$ cat src/hdl/nsr_pkg.sv
`timescale 1ns / 1ps

package nsr_pkg;

    localparam int DEF_MAX_ITERATIONS = 32;
    localparam int DEF_FRACTION_BITS  = 16;

    localparam int EST_W      = 18;
    localparam int RAD_W      = 20;
    localparam int TOL_W      = 32;
    localparam int CFG_DATA_W = 32;
    localparam int CFG_IDX_W  = 2;
    localparam int DIV_CNT_W  = $clog2(EST_W);

    localparam logic [CFG_IDX_W-1:0] CFG_FIRST_GUESS = CFG_IDX_W'(0);
    localparam logic [CFG_IDX_W-1:0] CFG_TOLERANCE   = CFG_IDX_W'(1);

    localparam logic [EST_W-1:0] RST_FIRST_GUESS = EST_W'(131072);
    localparam logic [TOL_W-1:0] RST_TOLERANCE   = TOL_W'(429497);

    typedef enum logic [2:0] {
        ST_IDLE,
        ST_SQUARE,
        ST_DIV_INIT,
        ST_DIV,
        ST_UPDATE,
        ST_CHECK,
        ST_FINISH
    } t_nsr_state;

    typedef struct packed {
        logic load;
        logic square;
        logic div_init;
        logic div_step;
        logic update;
        logic capture;
    } t_nsr_cmd;

    typedef struct packed {
        logic above_tol;
    } t_nsr_status;

endpackage

$ cat src/hdl/nsr_ctrl.sv
`timescale 1ns / 1ps

module nsr_ctrl import nsr_pkg::*; #(
    parameter int MAX_ITERATIONS = DEF_MAX_ITERATIONS
) (
    input  logic        i_clk,
    input  logic        i_rst_n,
    input  logic        i_in_valid,
    output logic        o_in_stall,
    output logic        o_out_valid,
    input  logic        i_out_stall,
    input  t_nsr_status i_status,
    output t_nsr_cmd    o_cmd
);

    localparam int STEP_W = $clog2(MAX_ITERATIONS + 1);
    localparam logic [STEP_W-1:0]    MAX_STEPS = STEP_W'(MAX_ITERATIONS);
    localparam logic [DIV_CNT_W-1:0] DIV_LAST  = DIV_CNT_W'(EST_W - 1);

    t_nsr_state           r_state, n_state;
    logic [STEP_W-1:0]    r_steps, n_steps;
    logic [DIV_CNT_W-1:0] r_div_cnt, n_div_cnt;
    logic                 r_out_valid, n_out_valid;
    t_nsr_cmd             cmd;

    always_ff @(posedge i_clk) begin
        if (!i_rst_n) begin
            r_state     <= ST_IDLE;
            r_steps     <= '0;
            r_div_cnt   <= '0;
            r_out_valid <= 1'b0;
        end else begin
            r_state     <= n_state;
            r_steps     <= n_steps;
            r_div_cnt   <= n_div_cnt;
            r_out_valid <= n_out_valid;
        end
    end

    always_comb begin
        n_state   = r_state;
        n_steps   = r_steps;
        n_div_cnt = r_div_cnt;
        cmd       = '0;
        case (r_state)
            ST_IDLE: begin
                if (i_in_valid) begin
                    cmd.load = 1'b1;
                    n_steps  = '0;
                    n_state  = ST_SQUARE;
                end
            end
            ST_SQUARE: begin
                cmd.square = 1'b1;
                // first pass goes straight to a step: at least one step is always taken
                n_state = (r_steps == '0) ? ST_DIV_INIT : ST_CHECK;
            end
            ST_DIV_INIT: begin
                cmd.div_init = 1'b1;
                n_div_cnt    = '0;
                n_state      = ST_DIV;
            end
            ST_DIV: begin
                cmd.div_step = 1'b1;
                if (r_div_cnt == DIV_LAST) begin
                    n_state = ST_UPDATE;
                end else begin
                    n_div_cnt = r_div_cnt + 1'b1;
                end
            end
            ST_UPDATE: begin
                cmd.update = 1'b1;
                n_steps    = r_steps + 1'b1;
                n_state    = ST_SQUARE;
            end
            ST_CHECK: begin
                if (i_status.above_tol && (r_steps < MAX_STEPS)) begin
                    n_state = ST_DIV_INIT;
                end else begin
                    n_state = ST_FINISH;
                end
            end
            ST_FINISH: begin
                if (!r_out_valid || !i_out_stall) begin
                    cmd.capture = 1'b1;
                    n_state     = ST_IDLE;
                end
            end
            default: begin
                n_state = ST_IDLE;
            end
        endcase

        n_out_valid = r_out_valid && i_out_stall;
        if (cmd.capture) begin
            n_out_valid = 1'b1;
        end
    end

    assign o_in_stall  = (r_state != ST_IDLE);
    assign o_out_valid = r_out_valid;
    assign o_cmd       = cmd;

endmodule

$ cat src/hdl/nsr_datapath.sv
`timescale 1ns / 1ps

module nsr_datapath import nsr_pkg::*; #(
    parameter int FRACTION_BITS = DEF_FRACTION_BITS
) (
    input  logic                  i_clk,
    input  logic                  i_rst_n,
    input  logic                  i_cfg_we,
    input  logic [CFG_IDX_W-1:0]  i_cfg_index,
    input  logic [CFG_DATA_W-1:0] i_cfg_data,
    input  logic [RAD_W-1:0]      i_radicand,
    input  logic                  i_last_item,
    input  t_nsr_cmd              i_cmd,
    output t_nsr_status           o_status,
    output logic [EST_W-1:0]      o_root,
    output logic                  o_cap_reached,
    output logic                  o_last_out
);

    localparam int SA_W = RAD_W + FRACTION_BITS;
    localparam int SQ_W = 2 * EST_W;
    // wide enough for x*x + (a << F) and for x << (EST_W + 1)
    localparam int NW   = ((SA_W > SQ_W + 1) ? SA_W : SQ_W + 1) + 1;
    localparam logic [EST_W-1:0] EST_MAX = '1;
    localparam logic [EST_W-1:0] EST_ONE = EST_W'(1);

    logic [EST_W-1:0] r_first_guess;
    logic [TOL_W-1:0] r_tolerance;

    logic [EST_W-1:0] r_x;
    logic [SA_W-1:0]  r_sa;
    logic [SQ_W-1:0]  r_sq;
    logic [NW-1:0]    r_rem;
    logic [NW-1:0]    r_dsr;
    logic [EST_W-1:0] r_q;
    logic             r_ovf;
    logic             r_last;

    logic [EST_W-1:0] r_root;
    logic             r_cap;
    logic             r_last_out;

    logic [NW-1:0] num;
    logic [NW-1:0] sq_ext;
    logic [NW-1:0] sa_ext;
    logic [NW-1:0] diff;
    logic          above_tol;
    logic          rem_ge;

    assign sq_ext = NW'(r_sq);
    assign sa_ext = NW'(r_sa);
    assign num    = sq_ext + sa_ext;
    assign diff   = sq_ext - sa_ext;
    // an estimate below the root counts as converged
    assign above_tol = (sq_ext > sa_ext) && (diff > NW'(r_tolerance));
    assign rem_ge    = (r_rem >= r_dsr);

    always_ff @(posedge i_clk) begin
        if (!i_rst_n) begin
            r_first_guess <= RST_FIRST_GUESS;
            r_tolerance   <= RST_TOLERANCE;
        end else if (i_cfg_we) begin
            case (i_cfg_index)
                CFG_FIRST_GUESS: r_first_guess <= i_cfg_data[EST_W-1:0];
                CFG_TOLERANCE:   r_tolerance   <= i_cfg_data[TOL_W-1:0];
                default: begin
                end
            endcase
        end
    end

    always_ff @(posedge i_clk) begin
        if (i_cmd.load) begin
            r_x    <= (r_first_guess == '0) ? EST_ONE : r_first_guess;
            r_sa   <= SA_W'(i_radicand) << FRACTION_BITS;
            r_last <= i_last_item;
        end
        if (i_cmd.square) begin
            r_sq <= r_x * r_x;
        end
        if (i_cmd.div_init) begin
            // quotient >= 2^EST_W saturates; otherwise EST_W restoring steps suffice
            r_rem <= num;
            r_dsr <= NW'(r_x) << EST_W;
            r_q   <= '0;
            r_ovf <= (num >= (NW'(r_x) << (EST_W + 1)));
        end
        if (i_cmd.div_step) begin
            if (rem_ge) begin
                r_rem <= r_rem - r_dsr;
            end
            r_q   <= {r_q[EST_W-2:0], rem_ge};
            r_dsr <= r_dsr >> 1;
        end
        if (i_cmd.update) begin
            if (r_ovf) begin
                r_x <= EST_MAX;
            end else if (r_q == '0) begin
                r_x <= EST_ONE;
            end else begin
                r_x <= r_q;
            end
        end
        if (i_cmd.capture) begin
            r_root     <= r_x;
            r_cap      <= above_tol;
            r_last_out <= r_last;
        end
    end

    assign o_status.above_tol = above_tol;
    assign o_root             = r_root;
    assign o_cap_reached      = r_cap;
    assign o_last_out         = r_last_out;

endmodule

$ cat src/hdl/newton_square_root_top.sv
`timescale 1ns / 1ps
// channel  | handshake                        | payload
// ---------+----------------------------------+----------------------------------
// input    | i_in_valid / o_in_stall          | i_radicand, i_last_item
// output   | o_out_valid / i_out_stall        | o_root, o_cap_reached, o_last_out
// config   | i_cfg_we                         | i_cfg_index, i_cfg_data
//
// One item at a time. Each Newton step is one 18x18 square, then a
// restoring divider that retires one quotient bit per cycle, plus setup,
// update and the tolerance check.
// Synchronous active-low reset clears control and loads the register defaults.
// A finished result waits in the output register; the next item is accepted
// while it waits, and the block only holds in its last state if both are full.

module newton_square_root_top import nsr_pkg::*; #(
    parameter int MAX_ITERATIONS = DEF_MAX_ITERATIONS,
    parameter int FRACTION_BITS  = DEF_FRACTION_BITS
) (
    input  logic                  i_clk,
    input  logic                  i_rst_n,
    input  logic                  i_in_valid,
    output logic                  o_in_stall,
    input  logic [RAD_W-1:0]      i_radicand,
    input  logic                  i_last_item,
    output logic                  o_out_valid,
    input  logic                  i_out_stall,
    output logic [EST_W-1:0]      o_root,
    output logic                  o_cap_reached,
    output logic                  o_last_out,
    input  logic                  i_cfg_we,
    input  logic [CFG_IDX_W-1:0]  i_cfg_index,
    input  logic [CFG_DATA_W-1:0] i_cfg_data
);

    t_nsr_cmd    cmd;
    t_nsr_status status;

    nsr_ctrl #(
        .MAX_ITERATIONS(MAX_ITERATIONS)
    ) u_ctrl (
        .i_clk       (i_clk),
        .i_rst_n     (i_rst_n),
        .i_in_valid  (i_in_valid),
        .o_in_stall  (o_in_stall),
        .o_out_valid (o_out_valid),
        .i_out_stall (i_out_stall),
        .i_status    (status),
        .o_cmd       (cmd)
    );

    nsr_datapath #(
        .FRACTION_BITS(FRACTION_BITS)
    ) u_datapath (
        .i_clk         (i_clk),
        .i_rst_n       (i_rst_n),
        .i_cfg_we      (i_cfg_we),
        .i_cfg_index   (i_cfg_index),
        .i_cfg_data    (i_cfg_data),
        .i_radicand    (i_radicand),
        .i_last_item   (i_last_item),
        .i_cmd         (cmd),
        .o_status      (status),
        .o_root        (o_root),
        .o_cap_reached (o_cap_reached),
        .o_last_out    (o_last_out)
    );

endmodule
$ cat config.mk
export PLATFORM = sky130hd
export DESIGN_NAME = newton_square_root_top
export DESIGN_NICKNAME = d
export VERILOG_FILES = /design/src/hdl/nsr_pkg.sv /design/src/hdl/nsr_ctrl.sv /design/src/hdl/nsr_datapath.sv /design/src/hdl/newton_square_root_top.sv
export SDC_FILE = /design/constraint.sdc
export NUM_CORES = 1
export LEC_CHECK = 0
export ABC_AREA = 1
export BUFFER_PORTS_ARGS = -buffer_cell sky130_fd_sc_hd__buf_2
export CELL_PAD_IN_SITES_DETAIL_PLACEMENT = 0
export CELL_PAD_IN_SITES_GLOBAL_PLACEMENT = 2
export CORE_MARGIN = 2
export CORE_UTILIZATION = 39
export DETAILED_ROUTE_END_ITERATION = 10
export PLACE_DENSITY = 0.83
export SLEW_MARGIN = 10
export SYNTH_ARGS = -nofsm -noshare
export SYNTH_HDL_FRONTEND = slang
export SYNTH_HIERARCHICAL = 1
export SYNTH_SLANG_ARGS = --single-unit
$ cat constraint.sdc
create_clock -name i_clk -period 8.1 [get_ports i_clk]
set_input_delay 1.215 -clock i_clk [delete_from_list [all_inputs] [get_ports i_clk]]
set_output_delay 1.215 -clock i_clk [all_outputs]
set_load 0.05 [all_outputs]
### Word-level counts from Yosys, hierarchy flattened

Cells that the tools add are included.

* register bits: 253
* input bits: 60
* output and inout port bits: 22
* word-level logic and storage cells: 93

* add/sub/neg operators: 5
* multipliers: 1
* $lt $le $gt $ge: 5
* eq/ne operators: 12
* muxes and demuxes: 31
* reductions and logical operators: 21

Operator list (number)
* $mux 18: 7
* $mux 38: 3
* $ge 38x36->1: 1
* $ge 38x37->1: 1
* $gt 38x32->1: 1
* $sub 38x36->38: 1
* $add 36x36->37: 1
* $sub 36x36->37: 1
* $gt 36x36->1: 1
* $logic_not 18->1: 2
* $mul 18x18->36: 1
* $mux 36: 1
* $mux 35: 1
* $pmux 3 s7: 1
* $mux 3: 5
* $pmux 6 s2: 1
* $pmux 5 s2: 1
* $eq 3x3->1 const B: 3
* $mux 1: 9
* $reduce_and 2->1: 4
* $reduce_bool 2->1: 4
* $add 6x1->6 const B: 1
* $eq 3x2->1 const B: 2
* $logic_not 6->1: 1
* other kinds (16): 21

### Longest topological paths before layout

Gate-level depths: netlist (run 1).

* depth in word-level cells: 6
* mapped depth: 28

### Hierarchy

Netlist (run 1), hierarchy kept.

By module, submodules not included
* nsr_datapath: times used 1, cells an instance 3164, area an instance 24508.5 um^2, seq. area each 6236.0 um^2
* nsr_ctrl: times used 1, cells an instance 133, area an instance 887.1 um^2, seq. area each 300.3 um^2

### Worst setup path after synthesis (run 1)

Ideal clock, no wire load.

* path type: register -> register
* from: reg u_datapath.r_x[5]
* to: reg u_datapath.r_sq[27], data pin
* arrival: 5.456 ns
* data required time: 7.841 ns
* setup slack: 2.385 ns
* cell stages (with the launch flop): 21
* buffers on the path: 2
* clock period less this slack: 5.715 ns
* path through: edfxtp_1 clkbuf_1 buf_1 nand2_1 fa_1 fa_1 fa_1 inv_1 fa_1 fa_1 inv_1 fa_1 inv_1 ha_1 nand2_1 nor2_1 nand3_1 o21ai_0 a21oi_1 o211ai_1 nand2_1

* cells in the longest elaborated chain, start to end: 1

Ends and longest elaborated chain
* start, declared: RTL line nsr_datapath.sv:30 `logic [EST_W-1:0] r_x;`
* start signal, assigned: RTL line nsr_datapath.sv:74 `r_x <= (r_first_guess == '0) ? EST_ONE : r_first_guess;`
* start signal, assigned: RTL line nsr_datapath.sv:101 `r_x <= r_q;`
* $mul 18x18->36: RTL line nsr_datapath.sv:79 `r_sq <= r_x * r_x;`
* end signal, assigned: RTL line nsr_datapath.sv:79
* end, declared: RTL line nsr_datapath.sv:32 `logic [SQ_W-1:0] r_sq;`

Every way passes these cells.
A chain may end at the register's enable or synchronous reset.

### Worst setup path in the final report (run 1)

* from: reg u_datapath.r_x[4]
* to: reg u_datapath.r_sq[27], data pin

The elaborated chain is that of the path after synthesis.

==> results of run 1 <==
-- kinds of logic (layout without fill, tap and decap cells) --
group / Yosys count / count (layout) / share of synthesized area [%]
AOI/OAI and AO/OA: 457 / 457 / 9.96
xor gates and xnor gates: 86 / 86 / 2.97
adders and majority gates: 461 / 461 / 29.2
buffers and inverters: 844 / 909 / 12.6
DFF: 252 / 252 / 25.7
muxes: 3 / 3 / 0.118
and+or+nand+nor: 1194 / 1194 / 19.4
-- state kept, by name, summed over array words and instances, names as in the netlist --
| name | flops |
|---|---|
| u_ctrl/o_out_valid | 1 |
| u_ctrl/r_div_cnt | 5 |
| u_ctrl/r_state | 3 |
| u_ctrl/r_steps | 6 |
| u_datapath/o_cap_reached | 1 |
| u_datapath/o_last_out | 1 |
| u_datapath/o_root | 18 |
| u_datapath/r_dsr | 36 |
| u_datapath/r_first_guess | 18 |
| u_datapath/r_last | 1 |
| u_datapath/r_ovf | 1 |
| u_datapath/r_q | 18 |
| u_datapath/r_rem | 38 |
| u_datapath/r_sa | 20 |
| u_datapath/r_sq | 35 |
| u_datapath/r_tolerance | 32 |
| u_datapath/r_x | 18 |
-- final timing paths --
path | start | end | slack (ns)
setup / recovery | u_datapath/r_x[4]$_DFFE_PP_ | u_datapath/r_sq[27]$_DFFE_PP_ | 1.55
hold / removal | u_datapath/r_last$_DFFE_PP_ | u_datapath/o_last_out$_DFFE_PP_ | 0.42
setup reg to reg | u_datapath/r_x[4]$_DFFE_PP_ | u_datapath/r_sq[27]$_DFFE_PP_ | 1.55
hold reg to reg | u_datapath/r_last$_DFFE_PP_ | u_datapath/o_last_out$_DFFE_PP_ | 0.42
-- final cells by class --
| class | count | area (µm²) |
|---|---|---|
| timing repair buffer | 91 | 480 |
| fill | 6699 | 36700 |
| tap | 855 | 1070 |
| sequential | 252 | 6540 |
| clock inverter | 18 | 255 |
| clock buffer | 44 | 931 |
| inverter | 756 | 2840 |
| multi-input combinational | 2201 | 15700 |
-- cell usage after synthesis, drive strengths merged (2+ instances only) --
master / number / area share (%)
a21boi: 4 / 0.12
o31ai: 3 / 0.089
mux2i: 3 / 0.12
a31oi: 4 / 0.099
nor4: 8 / 0.20
a21oi: 206 / 4.1
dfxtp: 103 / 8.1
inv: 754 / 11
ha: 240 / 12
fa: 221 / 17
nor2: 190 / 3.0
nand3: 102 / 2.0
or2: 7 / 0.17
o221ai: 2 / 0.069
o21a: 5 / 0.15
a21o: 19 / 0.56
and2: 7 / 0.17
xnor2: 27 / 0.93
nand3b: 7 / 0.21
xor2: 59 / 2.0
buf: 16 / 0.34
edfxtp: 149 / 18
nor3: 29 / 0.57
o21bai: 12 / 0.35
clkbuf: 72 / 1.1
o211ai: 16 / 0.47
o21ai: 172 / 3.5
a22oi: 9 / 0.27
nand4: 43 / 1.1
nand2: 798 / 12
clkinv: 2 / 0.030
-- critical path: cells and delay by family (launching register included) --
kind | cells | cell delay [ns]
adder cells (fa/ha/maj) | 7 | 3.43
flip-flops | 1 | 1.06
AO/OA/AOI/OAI | 3 | 0.88
AND/OR/NAND/NOR | 5 | 0.74
buffers and inverters | 3 | 0.14
-- metal layers --
metal	vias to the layer above	wire [µm]	global-route usage (%)	share of wire [%]
li1	10300	-	-	-
met1	10200	37300	33.4	46
met2	496	37200	40.3	46
met3	98	4130	3.59	5.1
met4	4	1920	6.35	2.4
met5	-	23	0	0.029
-- per-stage QoR --
| stage | setup slack (ns) | hold WS [ns] | area (µm²) | utilization (%) | cells |
|---|---|---|---|---|---|
| global placement | 1.70 | 0.401 | 26600 | 41.3 | 4155 |
| global route | 1.16 | 0.430 | 27800 | 43.1 | 4217 |
| floorplan | 2.39 | 0.400 | 25400 | - | 3297 |
| CTS | 1.53 | 0.420 | 27800 | 43.1 | 4217 |
| detailed placement | 1.60 | 0.406 | 26600 | 41.3 | 4155 |
| finish | 1.55 | 0.423 | 27800 | 43.1 | 4217 |
==> results.toml, run 1 <==
[global_route]
grt_remaining_overflow = 0
first_global_vias = 22000
grt_pass1_wl_um = 126000
grt_max_degree = 57
grt_usage_pct = 24.4
antenna_found_initial = 2

[hold_path]
whs_path_depth = 0
hp-class = "reg2reg"

[clocking]
cts_setup_buffers = 0
holdBufCountCts = 0
cts_root_buffer = "clkbuf_16"
clock_latency_ns = 0.55
clock_sinks = 252
cts.repair.resized = 0
clockBufferDepth = 3
path_clk_slew_ns = 0.06
cts_tree = "built"
cts_buffers = 34
htree_num_levels = 2

[floorplanning]
die_x_um = 259
rows = 93
dieArea_mm2 = 0.0672
start_util_pct = 39.4
die_y_um = 259
io_pins = 82
coreArea_mm2 = 0.0645

[drt]
drtIter0Drc = 1658
drc = 0
vias = 21100
postRouteAntennaNets = 0
firstDrtPassIters = 6
wl_per_cell_um = 19.1
via_per_inst = 5.00
wl_um = 80700

[run_status]
status = "finished, final reports clean"

[cells_and_area]
n_antenna_cell = 0
final_cell_mix = "786 x nand2_1, 752 x inv_1, 240 x ha_1"
fin_nets = 3857
area_delta_synth_final_pct = 9.41
drive_gt1_share_pct = 5.50
final_common_cell = "nand2_1"

[run]
maxCapViolCount = 0

[timing]
layout_min_cycle_time_ns = 6.55
tightest_slew_ns = 1.11
fin_tns_setup_ns = 0
rsz0062_at_grt = "false"
period_share_pct = 80.8
slew_headroom_pct = 25.9
slew_viol_final = 0
fin_skew_ns = 0.0274
hold_viol = 0
setup-violations-final = 0
clock.fmax_ghz = 0.153

[synthesis]
postSynth.asyncResetShare_pct = 0
synth_edf_count = 149
synth-warning-count = 6
syn_area_mm2 = 0.0254
ys_seq_area_share_pct = 25.7
synth_seq_cells = 252
syn_nets = 3818
ys_types = 50
synth.avg_cell_area_um2 = 7.70
ys.flop_type = "edfxtp_1"
syn_inst = 3297

[worst_setup_path]
max_stage_delay_ns = 1.06
crit_path_top_delay_cell = "edfxtp_1"
rr_worst_depth = 18
path_cells = "nand2_1 -> fa_1 -> fa_1 -> fa_1 -> inv_1 -> fa_1 -> fa_1 -> inv_1 -> fa_1 -> inv_1 -> ha_1 -> nand2_1 -> nor2_1 -> nand3_1 -> o21ai_0 -> a21oi_1 -> o211ai_1 -> nand2_1"
cp.arrival_ns = 6.82
cp_common_cell = "fa_1"
end_kind = "flip-flop"
cp_max_fo = 20
critPathKind = "reg2reg"
required_ns = 8.37
start_kind = "flip-flop"

[placed_design]
port_buffers = 81
hpwlAfterDp_um = 66100
gp_congestion = 0.883
Power of run 1 is left out: the tool's default activity adds up to more than one toggle a clock period on the data nets, which glitch-free logic cannot reach.
==> inputs of run 2 (changes only) <==
==> constraint.sdc (replaced) <==
create_clock -name i_clk -period 6.8 [get_ports i_clk]
set_input_delay 1.02 -clock i_clk [delete_from_list [all_inputs] [get_ports i_clk]]
set_output_delay 1.02 -clock i_clk [all_outputs]
set_load 0.05 [all_outputs]
==> run 2 against run 1 <==
Via count rose by 1.5%. Non-clock buffer count increased by 25. Die area unchanged. Global-route usage decreased by 0.16 points. Clock skew is 0.013 ns lower. Critical path depth is the same. Sequential share of layout area is essentially flat. Critical endpoint is now u_datapath/r_sq[24]$_DFFE_PP_. Final cell count is 0.50% higher. Routed wire length up 0.40%. Setup slack worse by 1.2 ns. Count of clock-buffer cells in the layout fell by 7. First-iteration DRC count down 7.5%.
==> results.toml, run 2 (synthesis results as in run 1) <==
[worst_setup_path]
crit_path_top_delay_cell = "edfxtp_1"
start_kind = "flip-flop"
critical_path_buf_inv_count = 4
end_kind = "flip-flop"
cp_top_family = "adder cells"
required_ns = 7.21
max_stage_delay_ns = 0.88
cp_common_cell = "fa_1"
cp.arrival_ns = 6.82
path_cells = "nand2_1 -> fa_1 -> fa_1 -> fa_1 -> inv_1 -> fa_1 -> fa_1 -> inv_1 -> fa_1 -> inv_1 -> ha_1 -> nand2_1 -> nor2_1 -> inv_1 -> nor3_1 -> a21oi_1 -> o21ai_0 -> xor2_1"
cp_max_fo = 15
critPathKind = "reg2reg"

[timing]
timing.hold.ws_ns = 0.447
fin_tns_setup_ns = 0
rsz0062_at_grt = "false"
setup-violations-final = 0
clock.fmax_ghz = 0.156
hold_viol = 0
fin_skew_ns = 0.0145
tightest_slew_ns = 1.16
period_share_pct = 94.2
layout_min_cycle_time_ns = 6.40
slew_viol_final = 0
slew_headroom_pct = 22.6

[floorplanning]
dieArea_mm2 = 0.0672
rows = 93
coreArea_mm2 = 0.0645
start_util_pct = 39.4
io_pins = 82
die_y_um = 259
die_x_um = 259

[cells_and_area]
fin_nets = 3879
drive_gt1_share_pct = 6.12
final_cell_mix = "786 x nand2_1, 752 x inv_1, 240 x ha_1"
final_cells = 4238
multi_input_area_mm2 = 0.0157
seqCellArea_mm2 = 0.00654
largest_reg_flops = 38
largestRegisters = "u_datapath/r_rem (38), u_datapath/r_dsr (36), u_datapath/r_sq (35)"
area_delta_synth_final_pct = 9.46
final_common_cell = "nand2_1"
regMostFlops = "u_datapath/r_rem"
fillers = 6702

[global_route]
grt_max_degree = 57
grt_usage_pct = 24.2
first_global_vias = 22000
antenna_found_initial = 1
grt_remaining_overflow = 0
grt_pass1_wl_um = 126000

[drt]
vias = 21400
wl_um = 81000
drc = 0
drtIter0Drc = 1534
firstDrtPassIters = 7
via_per_inst = 5.05
wl_per_cell_um = 19.1
postRouteAntennaNets = 0

[placed_design]
placed_cells = 4180
hpwlAfterDp_um = 67000
gp_congestion = 0.939
port_buffers = 81

[clocking]
cts_tree = "built"
cts.repair.resized = 0
cts_root_buffer = "clkbuf_16"
htree_num_levels = 1
holdBufCountCts = 0
cts_buffers = 31
clockBufferDepth = 3
path_clk_slew_ns = 0.06
clock_latency_ns = 0.61
clock_sinks = 252
cts_setup_buffers = 0

[hold_path]
hp-class = "reg2reg"

[run_status]
status = "finished, final reports clean"

[run]
maxCapViolCount = 0
[run 2: cell types whose count changed in the layout (fill, tap and decap cells not counted), sizes merged]
cell,previous run,this run
inv,754,757
bufinv,4,1
clkinv,13,15
diode,0,1
clkbuf,44,37
buf,91,116
[run 2: per-layer routing]
metal,global-route usage (%),vias to the layer above,share of wire (%)
met1,32.8,10400,45
met5,0,-,0
met4,5.41,0,2.3
li1,-,10400,-
met3,2.26,91,4.6
met2,41.9,514,48
[run 2: path summary, 6_finish.rpt]
path                            cells after the start                         from                         endpoint  slack [ns]
worst max-delay path                               18  u_datapath/r_x[8]$_DFFE_PP_    u_datapath/r_sq[24]$_DFFE_PP_        0.40
worst min-delay path                                0  u_datapath/r_last$_DFFE_PP_  u_datapath/o_last_out$_DFFE_PP_        0.45
worst max register to register                     18  u_datapath/r_x[8]$_DFFE_PP_    u_datapath/r_sq[24]$_DFFE_PP_        0.40
worst min register to register                      0  u_datapath/r_last$_DFFE_PP_  u_datapath/o_last_out$_DFFE_PP_        0.45
[run 2: worst reg2reg max path: stages (launching register included)]
cell      delay [ns]
edfxtp_1        0.88
nand2_1         0.24
fa_1            0.61
fa_1            0.45
fa_1            0.53
inv_1           0.06
fa_1            0.49
fa_1            0.49
inv_1           0.05
fa_1            0.47
inv_1           0.04
ha_1            0.36
nand2_1         0.13
nor2_1          0.20
inv_1           0.08
nor3_1          0.33
a21oi_1         0.19
o21ai_0         0.32
xor2_1          0.28
[run 2: cell type report]
type | count | area share, %
Multi-Input combinational cell | 2201 | 56.4
Sequential cell | 252 | 23.5
Inverter | 756 | 10.2
Tap cell | 855 | 3.85
Clock buffer | 37 | 3.06
Timing Repair Buffer | 116 | 2.40
Clock inverter | 20 | 0.567
Antenna cell | 1 | 0.00900
[run 2: per-stage QoR]
step | setup WS, ns | utilization, % | area (µm²)
after floorplan | 1.09 | - | 25400
after global placement | 0.374 | 41.6 | 26800
after detailed placement | 0.412 | 41.6 | 26800
after CTS | 0.401 | 43.1 | 27800
after global routing | 0.166 | 43.1 | 27800
final | 0.398 | 43.1 | 27800
Power of run 2 is left out for the same reason.
